<file path="src/design/dosp_pkg.sv">
// Shared constants, codes and controller/datapath types for the depth order shaker pass.
package dosp_pkg;

  localparam int MAX_OBJECTS = 64;
  localparam int COORD_BITS  = 16;
  localparam int SLOT_W      = $clog2(MAX_OBJECTS);
  localparam int CNT_W       = $clog2(MAX_OBJECTS + 1);
  localparam int DIST_W      = 2 * COORD_BITS + 2;
  localparam int IDX_W       = 6;
  localparam int POS_W       = 16;
  localparam int CFG_W       = 16;
  localparam int CFG_IDX_W   = 2;
  localparam int CMD_W       = 2;

  typedef enum logic [CMD_W-1:0] {
    CMD_WRITE = 2'd0,
    CMD_PASS  = 2'd1,
    CMD_READ  = 2'd2
  } cmd_t;

  typedef enum logic [CFG_IDX_W-1:0] {
    CFG_OBJECT_COUNT = 2'd0,
    CFG_EYE_X        = 2'd1,
    CFG_EYE_Y        = 2'd2,
    CFG_EYE_Z        = 2'd3
  } cfg_reg_t;

  typedef enum logic [1:0] {
    AXIS_X = 2'd0,
    AXIS_Y = 2'd1,
    AXIS_Z = 2'd2
  } axis_t;

  typedef enum logic [1:0] {
    SLOT_HOLD  = 2'd0,
    SLOT_CLEAR = 2'd1,
    SLOT_STEP  = 2'd2,
    SLOT_TURN  = 2'd3
  } slot_op_t;

  typedef enum logic [4:0] {
    S_IDLE,
    S_WRITE,
    S_READ_ADDR,
    S_READ_DATA,
    S_PASS_START,
    S_ORD_RD,
    S_ORD_WAIT,
    S_POS_RD,
    S_D0,
    S_D1,
    S_D2,
    S_D3,
    S_D4,
    S_TAKE,
    S_CMP,
    S_FWD_END,
    S_BWD_END,
    S_DONE
  } state_t;

  typedef struct packed {
    logic     latch_item;
    logic     pos_we;
    logic     ord_rd_item;
    logic     res_load;
    slot_op_t slot_op;
    logic     cand_load;
    logic     abs_en;
    axis_t    axis;
    logic     sq_en;
    logic     acc_load;
    logic     acc_add;
    logic     take;
    logic     cmp_step;
    logic     end_write;
    logic     out_load;
  } dp_cmd_t;

  typedef struct packed {
    logic short_pass;
    logic slot_last;
    logic slot_zero;
    logic bwd;
  } dp_status_t;

endpackage

</file>
<file path="src/design/dosp_in_if.sv">
// Input channel: one command beat with its position payload.
interface dosp_in_if;
  import dosp_pkg::*;

  logic             valid;
  logic             ready;
  logic [CMD_W-1:0] cmd;
  logic [IDX_W-1:0] index;
  logic [POS_W-1:0] pos_x;
  logic [POS_W-1:0] pos_y;
  logic [POS_W-1:0] pos_z;

  modport source (output valid, cmd, index, pos_x, pos_y, pos_z, input ready);
  modport sink (input valid, cmd, index, pos_x, pos_y, pos_z, output ready);
  modport monitor (input valid, ready, cmd, index, pos_x, pos_y, pos_z);
endinterface

</file>
<file path="src/design/dosp_out_if.sv">
// Output channel: one result beat carrying an order entry.
interface dosp_out_if;
  import dosp_pkg::*;

  logic             valid;
  logic             ready;
  logic [IDX_W-1:0] order_entry;

  modport source (output valid, order_entry, input ready);
  modport sink (input valid, order_entry, output ready);
  modport monitor (input valid, ready, order_entry);
endinterface

</file>
<file path="src/design/dosp_ram.sv">
// Generic single-port-write, single-port-read RAM with registered read data.
module dosp_ram #(
  parameter int WIDTH = 16,
  parameter int DEPTH = 64
) (
  input  logic                     clk,
  input  logic                     we,
  input  logic [$clog2(DEPTH)-1:0] wa,
  input  logic [WIDTH-1:0]         wd,
  input  logic [$clog2(DEPTH)-1:0] ra,
  output logic [WIDTH-1:0]         rd
);

  logic [WIDTH-1:0] mem [DEPTH];

  always_ff @(posedge clk) begin
    if (we) begin
      mem[wa] <= wd;
    end
    rd <= mem[ra];
  end

endmodule

</file>
<file path="src/design/dosp_ctrl.sv">
// Sequencing state machine for write, read and shaker pass commands.
module dosp_ctrl import dosp_pkg::*; (
  input  logic             clk,
  input  logic             rst,
  input  logic             item_valid,
  input  logic [CMD_W-1:0] item_cmd,
  output logic             item_ready,
  input  logic             out_ready,
  output logic             out_valid,
  input  dp_status_t       status,
  output dp_cmd_t          cmd
);

  state_t state;
  state_t state_next;
  logic   out_free;

  assign out_free = !out_valid || out_ready;

  always_ff @(posedge clk) begin
    if (rst) begin
      state     <= S_IDLE;
      out_valid <= 1'b0;
    end else begin
      state <= state_next;
      if (cmd.out_load) begin
        out_valid <= 1'b1;
      end else if (out_ready) begin
        out_valid <= 1'b0;
      end
    end
  end

  always_comb begin
    state_next = state;
    case (state)
      S_IDLE: begin
        if (item_valid) begin
          case (item_cmd)
            CMD_WRITE: state_next = S_WRITE;
            CMD_PASS:  state_next = S_PASS_START;
            CMD_READ:  state_next = S_READ_ADDR;
            default:   state_next = S_DONE;
          endcase
        end
      end
      S_WRITE:      state_next = S_DONE;
      S_READ_ADDR:  state_next = S_READ_DATA;
      S_READ_DATA:  state_next = S_DONE;
      S_PASS_START: state_next = status.short_pass ? S_DONE : S_ORD_RD;
      S_ORD_RD:     state_next = S_ORD_WAIT;
      S_ORD_WAIT:   state_next = S_POS_RD;
      S_POS_RD:     state_next = S_D0;
      S_D0:         state_next = S_D1;
      S_D1:         state_next = S_D2;
      S_D2:         state_next = S_D3;
      S_D3:         state_next = S_D4;
      S_D4:         state_next = (!status.bwd && status.slot_zero) ? S_TAKE : S_CMP;
      S_TAKE:       state_next = S_ORD_RD;
      S_CMP: begin
        if (!status.bwd && status.slot_last) begin
          state_next = S_FWD_END;
        end else if (status.bwd && status.slot_zero) begin
          state_next = S_BWD_END;
        end else begin
          state_next = S_ORD_RD;
        end
      end
      S_FWD_END:    state_next = S_ORD_RD;
      S_BWD_END:    state_next = S_DONE;
      S_DONE:       state_next = out_free ? S_IDLE : S_DONE;
      default:      state_next = S_IDLE;
    endcase
  end

  always_comb begin
    cmd        = '0;
    cmd.axis   = AXIS_X;
    item_ready = 1'b0;
    case (state)
      S_IDLE: begin
        item_ready     = 1'b1;
        cmd.latch_item = item_valid;
      end
      S_WRITE:      cmd.pos_we = 1'b1;
      S_READ_ADDR:  cmd.ord_rd_item = 1'b1;
      S_READ_DATA: begin
        cmd.ord_rd_item = 1'b1;
        cmd.res_load    = 1'b1;
      end
      S_PASS_START: cmd.slot_op = SLOT_CLEAR;
      S_ORD_WAIT:   cmd.cand_load = 1'b1;
      S_D0: begin
        cmd.abs_en = 1'b1;
        cmd.axis   = AXIS_X;
      end
      S_D1: begin
        cmd.sq_en  = 1'b1;
        cmd.abs_en = 1'b1;
        cmd.axis   = AXIS_Y;
      end
      S_D2: begin
        cmd.acc_load = 1'b1;
        cmd.sq_en    = 1'b1;
        cmd.abs_en   = 1'b1;
        cmd.axis     = AXIS_Z;
      end
      S_D3: begin
        cmd.acc_add = 1'b1;
        cmd.sq_en   = 1'b1;
      end
      S_D4:         cmd.acc_add = 1'b1;
      S_TAKE: begin
        cmd.take    = 1'b1;
        cmd.slot_op = SLOT_STEP;
      end
      S_CMP: begin
        cmd.cmp_step = 1'b1;
        if ((!status.bwd && status.slot_last) || (status.bwd && status.slot_zero)) begin
          cmd.slot_op = SLOT_HOLD;
        end else begin
          cmd.slot_op = SLOT_STEP;
        end
      end
      S_FWD_END: begin
        cmd.end_write = 1'b1;
        cmd.slot_op   = SLOT_TURN;
      end
      S_BWD_END:    cmd.end_write = 1'b1;
      S_DONE:       cmd.out_load = out_free;
      default:      cmd = '0;
    endcase
  end

endmodule

</file>
<file path="src/design/dosp_datapath.sv">
// Position and order stores, distance unit, compare-and-carry logic and result register.
module dosp_datapath import dosp_pkg::*; (
  input  logic                 clk,
  input  logic                 rst,
  input  dp_cmd_t              cmd,
  output dp_status_t           status,
  input  logic [IDX_W-1:0]     item_index,
  input  logic [POS_W-1:0]     item_pos_x,
  input  logic [POS_W-1:0]     item_pos_y,
  input  logic [POS_W-1:0]     item_pos_z,
  input  logic                 cfg_we,
  input  logic [CFG_IDX_W-1:0] cfg_index,
  input  logic [CFG_W-1:0]     cfg_data,
  output logic [IDX_W-1:0]     order_entry
);

  logic [CNT_W-1:0]      object_count;
  logic [COORD_BITS-1:0] eye_x;
  logic [COORD_BITS-1:0] eye_y;
  logic [COORD_BITS-1:0] eye_z;

  logic [IDX_W-1:0]      idx_q;
  logic [COORD_BITS-1:0] wr_x;
  logic [COORD_BITS-1:0] wr_y;
  logic [COORD_BITS-1:0] wr_z;

  logic [SLOT_W-1:0]     slot;
  logic                  bwd;
  logic [SLOT_W-1:0]     cand;
  logic [SLOT_W-1:0]     carry;
  logic [DIST_W-1:0]     carry_dist;
  logic [COORD_BITS-1:0] abs_q;
  logic [2*COORD_BITS-1:0] sq_q;
  logic [DIST_W-1:0]     acc;
  logic [IDX_W-1:0]      res;

  logic [MAX_OBJECTS-1:0] ord_valid;
  logic                  ord_vld_q;
  logic [SLOT_W-1:0]     ord_addr_q;
  logic [SLOT_W-1:0]     ord_ra;
  logic [SLOT_W-1:0]     ord_rd;
  logic [SLOT_W-1:0]     ord_val;
  logic                  sort_we;
  logic [SLOT_W-1:0]     sort_wa;
  logic [SLOT_W-1:0]     sort_wd;

  logic [COORD_BITS-1:0] pos_x;
  logic [COORD_BITS-1:0] pos_y;
  logic [COORD_BITS-1:0] pos_z;

  logic [CNT_W-1:0]      n_sat;
  logic [SLOT_W-1:0]     last_slot;
  logic                  swap;

  logic [COORD_BITS-1:0] eye_sel;
  logic [COORD_BITS-1:0] pos_sel;
  logic [COORD_BITS:0]   diff;
  logic [COORD_BITS:0]   mag;

  // Configuration registers.
  always_ff @(posedge clk) begin
    if (rst) begin
      object_count <= '0;
      eye_x        <= '0;
      eye_y        <= '0;
      eye_z        <= '0;
    end else if (cfg_we) begin
      case (cfg_index)
        CFG_OBJECT_COUNT: object_count <= cfg_data[CNT_W-1:0];
        CFG_EYE_X:        eye_x <= cfg_data[COORD_BITS-1:0];
        CFG_EYE_Y:        eye_y <= cfg_data[COORD_BITS-1:0];
        CFG_EYE_Z:        eye_z <= cfg_data[COORD_BITS-1:0];
        default:          eye_z <= eye_z;
      endcase
    end
  end

  assign n_sat = (object_count > CNT_W'(MAX_OBJECTS)) ? CNT_W'(MAX_OBJECTS) : object_count;
  assign last_slot = SLOT_W'(n_sat - 1'b1);

  assign status.short_pass = n_sat < CNT_W'(2);
  assign status.slot_last  = slot == last_slot;
  assign status.slot_zero  = slot == '0;
  assign status.bwd        = bwd;

  always_ff @(posedge clk) begin
    if (cmd.latch_item) begin
      idx_q <= item_index;
      wr_x  <= item_pos_x[COORD_BITS-1:0];
      wr_y  <= item_pos_y[COORD_BITS-1:0];
      wr_z  <= item_pos_z[COORD_BITS-1:0];
    end
  end

  dosp_ram #(.WIDTH(COORD_BITS), .DEPTH(MAX_OBJECTS)) u_pos_x (
    .clk(clk), .we(cmd.pos_we), .wa(SLOT_W'(idx_q)), .wd(wr_x), .ra(cand), .rd(pos_x)
  );
  dosp_ram #(.WIDTH(COORD_BITS), .DEPTH(MAX_OBJECTS)) u_pos_y (
    .clk(clk), .we(cmd.pos_we), .wa(SLOT_W'(idx_q)), .wd(wr_y), .ra(cand), .rd(pos_y)
  );
  dosp_ram #(.WIDTH(COORD_BITS), .DEPTH(MAX_OBJECTS)) u_pos_z (
    .clk(clk), .we(cmd.pos_we), .wa(SLOT_W'(idx_q)), .wd(wr_z), .ra(cand), .rd(pos_z)
  );

  // Order store: an entry that was never written still holds its own slot number.
  assign ord_ra  = cmd.ord_rd_item ? SLOT_W'(idx_q) : slot;
  assign ord_val = ord_vld_q ? ord_rd : ord_addr_q;

  dosp_ram #(.WIDTH(SLOT_W), .DEPTH(MAX_OBJECTS)) u_order (
    .clk(clk), .we(sort_we), .wa(sort_wa), .wd(sort_wd), .ra(ord_ra), .rd(ord_rd)
  );

  always_ff @(posedge clk) begin
    if (rst) begin
      ord_valid <= '0;
    end else if (sort_we) begin
      ord_valid[sort_wa] <= 1'b1;
    end
    ord_vld_q  <= ord_valid[ord_ra];
    ord_addr_q <= ord_ra;
  end

  // The carried object is the one still moving in the sweep direction.
  assign swap    = bwd ? (acc > carry_dist) : (carry_dist > acc);
  assign sort_we = cmd.cmp_step || cmd.end_write;
  always_comb begin
    if (cmd.end_write) begin
      sort_wa = slot;
    end else if (bwd) begin
      sort_wa = slot + 1'b1;
    end else begin
      sort_wa = slot - 1'b1;
    end
  end
  assign sort_wd = (cmd.cmp_step && swap) ? cand : carry;

  always_ff @(posedge clk) begin
    if (rst) begin
      slot <= '0;
      bwd  <= 1'b0;
    end else begin
      case (cmd.slot_op)
        SLOT_CLEAR: begin
          slot <= '0;
          bwd  <= 1'b0;
        end
        SLOT_STEP:  slot <= bwd ? slot - 1'b1 : slot + 1'b1;
        SLOT_TURN: begin
          slot <= last_slot - 1'b1;
          bwd  <= 1'b1;
        end
        default:    slot <= slot;
      endcase
    end
  end

  always_ff @(posedge clk) begin
    if (cmd.cand_load) begin
      cand <= ord_val;
    end
    if (cmd.take || (cmd.cmp_step && !swap)) begin
      carry      <= cand;
      carry_dist <= acc;
    end
  end

  // Squared distance: one axis difference, one square and one accumulate per cycle.
  always_comb begin
    case (cmd.axis)
      AXIS_X: begin
        eye_sel = eye_x;
        pos_sel = pos_x;
      end
      AXIS_Y: begin
        eye_sel = eye_y;
        pos_sel = pos_y;
      end
      AXIS_Z: begin
        eye_sel = eye_z;
        pos_sel = pos_z;
      end
      default: begin
        eye_sel = eye_x;
        pos_sel = pos_x;
      end
    endcase
  end

  assign diff = {eye_sel[COORD_BITS-1], eye_sel} - {pos_sel[COORD_BITS-1], pos_sel};
  assign mag  = diff[COORD_BITS] ? (~diff + 1'b1) : diff;

  always_ff @(posedge clk) begin
    if (cmd.abs_en) begin
      abs_q <= mag[COORD_BITS-1:0];
    end
    if (cmd.sq_en) begin
      sq_q <= abs_q * abs_q;
    end
    if (cmd.acc_load) begin
      acc <= {2'b00, sq_q};
    end else if (cmd.acc_add) begin
      acc <= acc + {2'b00, sq_q};
    end
  end

  always_ff @(posedge clk) begin
    if (cmd.latch_item) begin
      res <= '0;
    end else if (cmd.res_load) begin
      res <= IDX_W'(ord_val);
    end
    if (cmd.out_load) begin
      order_entry <= res;
    end
  end

endmodule

</file>
<file path="src/design/depth_order_shaker_pass.sv">
// Depth order shaker pass: one item at a time, one result beat per item.
// Write, read and unused commands finish without a sweep; a pass with
// n = min(object_count, 64) >= 2 sweeps forward and back, each slot visit stepping
// through the order store read, position read and the shared squaring unit.
// A new item is taken once the previous result sits in the output register.
// Synchronous reset: configuration to 0, order store to identity through valid bits.
module depth_order_shaker_pass import dosp_pkg::*; (
  input  logic                 clk,
  input  logic                 rst,
  dosp_in_if.sink              item,
  dosp_out_if.source           result,
  input  logic                 cfg_we,
  input  logic [CFG_IDX_W-1:0] cfg_index,
  input  logic [CFG_W-1:0]     cfg_data
);

  dp_cmd_t    cmd;
  dp_status_t status;

  dosp_ctrl u_ctrl (
    .clk        (clk),
    .rst        (rst),
    .item_valid (item.valid),
    .item_cmd   (item.cmd),
    .item_ready (item.ready),
    .out_ready  (result.ready),
    .out_valid  (result.valid),
    .status     (status),
    .cmd        (cmd)
  );

  dosp_datapath u_datapath (
    .clk         (clk),
    .rst         (rst),
    .cmd         (cmd),
    .status      (status),
    .item_index  (item.index),
    .item_pos_x  (item.pos_x),
    .item_pos_y  (item.pos_y),
    .item_pos_z  (item.pos_z),
    .cfg_we      (cfg_we),
    .cfg_index   (cfg_index),
    .cfg_data    (cfg_data),
    .order_entry (result.order_entry)
  );

endmodule

</file>
<file path="src/flat_wrapper.sv">
// flat-port wrapper written by rule: the top's interface ports become plain ports
module depth_order_shaker_pass_flat import dosp_pkg::*;
  (clk, rst, cfg_we, cfg_index, cfg_data, item_valid, item_cmd, item_index, item_pos_x, item_pos_y, item_pos_z, item_ready, result_valid, result_order_entry, result_ready);
  dosp_in_if item_i ();
  dosp_out_if result_i ();
  input  logic clk;
  input  logic rst;
  input  logic cfg_we;
  input  logic [CFG_IDX_W-1:0] cfg_index;
  input  logic [CFG_W-1:0] cfg_data;
  input wire logic [$bits(item_i.valid)-1:0] item_valid;
  input wire logic [$bits(item_i.cmd)-1:0] item_cmd;
  input wire logic [$bits(item_i.index)-1:0] item_index;
  input wire logic [$bits(item_i.pos_x)-1:0] item_pos_x;
  input wire logic [$bits(item_i.pos_y)-1:0] item_pos_y;
  input wire logic [$bits(item_i.pos_z)-1:0] item_pos_z;
  output wire logic [$bits(item_i.ready)-1:0] item_ready;
  output wire logic [$bits(result_i.valid)-1:0] result_valid;
  output wire logic [$bits(result_i.order_entry)-1:0] result_order_entry;
  input wire logic [$bits(result_i.ready)-1:0] result_ready;
  assign item_i.valid = item_valid;
  assign item_i.cmd = item_cmd;
  assign item_i.index = item_index;
  assign item_i.pos_x = item_pos_x;
  assign item_i.pos_y = item_pos_y;
  assign item_i.pos_z = item_pos_z;
  assign item_ready = item_i.ready;
  assign result_valid = result_i.valid;
  assign result_order_entry = result_i.order_entry;
  assign result_i.ready = result_ready;
  depth_order_shaker_pass u_core (.clk(clk), .rst(rst), .item(item_i), .result(result_i), .cfg_we(cfg_we), .cfg_index(cfg_index), .cfg_data(cfg_data));
endmodule
</file>
<file path="config.mk">
export PLATFORM = sky130hd
export DESIGN_NAME = depth_order_shaker_pass_flat
export DESIGN_NICKNAME = d
export VERILOG_FILES = /design/src/design/dosp_pkg.sv /design/src/design/dosp_in_if.sv /design/src/design/dosp_out_if.sv /design/src/design/dosp_ram.sv /design/src/design/dosp_ctrl.sv /design/src/design/dosp_datapath.sv /design/src/design/depth_order_shaker_pass.sv /design/src/flat_wrapper.sv
export SDC_FILE = /design/constraint.sdc
export NUM_CORES = 2
export LEC_CHECK = 0
export BUFFER_PORTS_ARGS = -buffer_cell sky130_fd_sc_hd__buf_2
export CORE_MARGIN = 2
export CORE_UTILIZATION = 55
export CTS_CLUSTER_SIZE = 16
export DETAILED_ROUTE_END_ITERATION = 6
export PLACE_DENSITY = 0.69
export SKIP_CTS_REPAIR_TIMING = 1
export SYNTH_ARGS = -nofsm -noshare
export SYNTH_HDL_FRONTEND = slang
export SYNTH_SLANG_ARGS = --single-unit
export TNS_END_PERCENT = 100
</file>
<file path="constraint.sdc">
create_clock -name clk -period 12.3 [get_ports clk]
set_input_delay 0.615 -clock clk [delete_from_list [all_inputs] [get_ports clk]]
set_output_delay 0.615 -clock clk [all_outputs]
set_load 0.02 [all_outputs]
</file>
==> summary.txt <==
Floorplan
  – Die Y-Extent: 538 um
  – Core area: 0.283 mm2
  – Die footprint: 0.289 mm2
  – Die W: 538 um
  – Rows: 195
  – I/O Pins: 87
  – Starting Density: 0.554

Timing
  – Endpoints failing hold: 0
  – Fmax: 138 MHz
  – Max-slew violation count: 0
  – Fin crit share: 0.588
  – Worst-Margin Slew: 1260 ps
  – Rel. slew slack: 0.156
  – Hold_ws: 30.7 ps
  – Fin Clk Skew: 76.3 ps
  – Period minus WS final: 7240 ps
  – RSZ-0062 raised after global routing: false
  – Setup TNS: 0 ps
  – Finish-stage setup viols: 0

Detailed routing
  – Avg WL per Cell: 32.7 um
  – Residual DRC count: 0
  – Final ANT Viol Nets: 0
  – Final WL: 415000 um
  – DRT iter0 DRCs: 12393
  – Drt via density: 6.54
  – Drt pass-1 iters: 7
  – DR vias: 83091

Job
  – Max-cap violation count: 0

Global route
  – Number of global-route vias before repair: 81679
  – Tot GR Track Use: 0.287
  – Largest net degree at the start of global routing: 134
  – Congestion Overflow GR: 0
  – Global-route wire length before repair: 588000 um
  – Initial antenna violation count: 16

Critical path
  – Critical path fanouts, max: 13
  – Startpoint Class: flip-flop
  – Cell repeated most along the worst path: fa_1
  – Crit path DAT: 7870 ps
  – Crit. End Element: flip-flop
  – Slowest-stage cell, CP: edfxtp_1
  – Worst path max stage delay: 710 ps
  – Critical-path cell list: inv_1, nor2_1, ha_1, xor2_1, fa_1, inv_1, fa_1, fa_1, fa_1, inv_1, fa_1, inv_1, ha_1, a21o_1, a21o_1, a221oi_1, o21ai_0, a211oi_1, o21ai_0, a21oi_1, o21ai_0, xor2_1
  – R2R cell count: 22
  – Crit Path Class: reg2reg
  – Worst path required time: 12930 ps

Pwr
  – VDD IR max: 172 uV
  – Pwr Density: 165 mW/mm2
  – Static Leakage: 57.7 nW

Finish
  – Area Growth Syn to Fin: 12.1%
  – Design Area, Final: 0.176 mm2
  – Nets: 9061
  – Share of layout cells above drive strength 1: 0.222

Clock network
  – CTS tree: yes
  – CTS Root Cell: clkbuf_16
  – Depth of the CTS H-tree: 5
  – Skew-Pair Late Insertion Delay: 950 ps
  – Clock tree buffer depth: 4
  – Clock sinks: 3842
  – Reg clk slew, reported paths: 70 ps
  – CTS Buf Count: 383

Synth
  – Unique masters post-synth: 77
  – Synth Flop Type: edfxtp_1
  – Yosys reg bits: 3842
  – Synthesized area: 0.157 mm2
  – EDFF count, synth: 3641
  – Synth Instances: 8285
  – Syn. warnings: 0
  – Syn Nets: 8721
  – Sequential area share after synthesis: 0.724
  – Fraction of registers with async set/reset: 0
  – Syn Area/Cell: 18.9 um2

Place
  – Post-place instance area: 0.162 mm2
  – Final RePlAce weighted congestion: 0.855
  – Post-DP HPWL: 222000 um
  – I/O Buffers: 86

Hold path
  – Hold/Removal Path Class: in2reg
  – Hold Path Cell Cnt: 3

Run status
  – Outcome: finished, final reports clean
==> cells in the mapped netlist (33+ instances only) <==
master | instances | area share
edfxtp_1 | 3641 | 0.70
mux4_2 | 997 | 0.14
nand2_1 | 727 | 0.017
nor2_1 | 347 | 0.0083
inv_1 | 319 | 0.0076
clkbuf_1 | 309 | 0.0074
nand3_1 | 265 | 0.0085
a21oi_1 | 228 | 0.0073
dfxtp_1 | 201 | 0.026
ha_1 | 194 | 0.015
fa_1 | 163 | 0.021
o21ai_0 | 97 | 0.0031
a311oi_1 | 79 | 0.0044
xnor2_1 | 71 | 0.0040
buf_1 | 64 | 0.0015
and2_1 | 53 | 0.0021
a21o_1 | 48 | 0.0023
and3_1 | 43 | 0.0017
buf_2 | 41 | 0.0013
nor3_1 | 39 | 0.0012
a22oi_1 | 35 | 0.0017
mux2i_1 | 33 | 0.0021
==> sequential cells by signal, summed over array words and instances, names as in the netlist, 31 cells and up <==
register / cells
u_core.u_datapath.u_pos_y.mem: 1024
u_core.u_datapath.acc: 34
u_core.u_datapath.u_pos_z.mem: 1024
u_core.u_datapath.u_order.mem: 384
u_core.u_datapath.u_pos_x.mem: 1024
u_core.u_datapath.sq_q: 31
u_core.u_datapath.ord_valid: 64
u_core.u_datapath.carry_dist: 34
==> path summary, 6_finish.rpt <==
check                                   start                          end  slack (ps)
hold reg to reg   u_core.u_datapath.eye_x[10]  u_core.u_datapath.eye_x[10]         450
setup / recovery   u_core.u_datapath.abs_q[3]   u_core.u_datapath.sq_q[27]        5060
hold / removal                    cfg_data[6]   u_core.u_datapath.eye_x[6]          30
setup reg to reg   u_core.u_datapath.abs_q[3]   u_core.u_datapath.sq_q[27]        5060
==> critical path, delay by kind of cell, from the launching register on <==
kind / cells / cell delay, ps
fa+ha+maj: 7 / 3110
simple gates: 1 / 260
compound gates: 8 / 2120
xor+xnor: 2 / 370
buf+inv: 4 / 420
flops: 1 / 710
==> per-stage QoR <==
step / cells / setup WS [ps] / power, mW / util
floorplan: 8285 / 5970 / 16.8 / -
global placement: 11918 / 5330 / 17.6 / 0.575
detailed placement: 11918 / 5190 / 17.7 / 0.575
CTS: 12624 / 5150 / 29.1 / 0.619
global route: 12696 / 4700 / 29.8 / 0.621
finish: 12700 / 5060 / 29.0 / 0.621
==> cells by family (layout without fill, tap and decap cells) <==
| logic type | Yosys count | after routing | synth area share |
|---|---|---|---|
| XOR/XNOR | 103 | 103 | 0.00585 |
| multiplexers | 1056 | 1056 | 0.147 |
| AO/OA/AOI/OAI | 608 | 608 | 0.0249 |
| flip-flops | 3842 | 3842 | 0.724 |
| adder cells (fa/ha/maj) | 357 | 357 | 0.0363 |
| AND/OR/NAND/NOR | 1581 | 1581 | 0.0441 |
| other | 0 | 11 | 0 |
| buffers and inverters | 738 | 1399 | 0.0181 |
==> routing by layer <==
metal | vias to the layer above | GRT usage | share of wire
met1 | 43692 | 0.407 | 0.38
met2 | 5009 | 0.457 | 0.48
met4 | 12 | 0.0946 | 0.036
met5 | - | 0 | 0.00059
met3 | 736 | 0.0524 | 0.11
li1 | 33642 | - | -
==> layout by cell type (no fill, tap or decap), types with 13 or more instances in the layout <==
master and count:
nand2b_1 16, nand2_1 726, buf_4 214, xnor2_1 71, mux2_2 22, bufinv_16 26, clkinv_2 72, and2_1 52
o21ai_0 96, o21bai_1 13, dfxtp_1 201, buf_2 85, clkinv_1 66, nand4_1 14, a311oi_1 79, nor3_1 37
edfxtp_1 3641, nor2_1 283, mux2i_1 30, fa_1 163, nor2_4 64, dlygate4sd3_1 65, clkbuf_16 392, a22oi_1 35
and3_1 43, clkbuf_8 29, a21oi_1 226, a21o_1 48, a31oi_1 22, inv_1 319, nor2b_1 24, mux4_2 997
nand3_1 264, clkbuf_1 80, a211oi_1 18, xor2_1 31, ha_1 191
==> cell type report <==
class | instances | area, um2
sequential | 3842 | 113000
timing repair buffer | 371 | 2820
clock inverter | 205 | 1920
inverter | 322 | 1210
clock buffer | 501 | 10500
multi-input combinational | 3705 | 41100
tap | 3743 | 4680
fill | 19252 | 107000
antenna | 11 | 27.5
==> power breakdown <==
group | switching (mW) | internal (mW) | total, mW | leakage (nW)
combinational | 1.64 | 0.445 | 2.09 | 17.3
clock | 4.97 | 6.59 | 11.6 | 6.09
sequential | 0.112 | 15.3 | 15.4 | 34.4
total | 6.72 | 22.3 | 29.0 | 57.7
(Power assumes the default switching activity.)
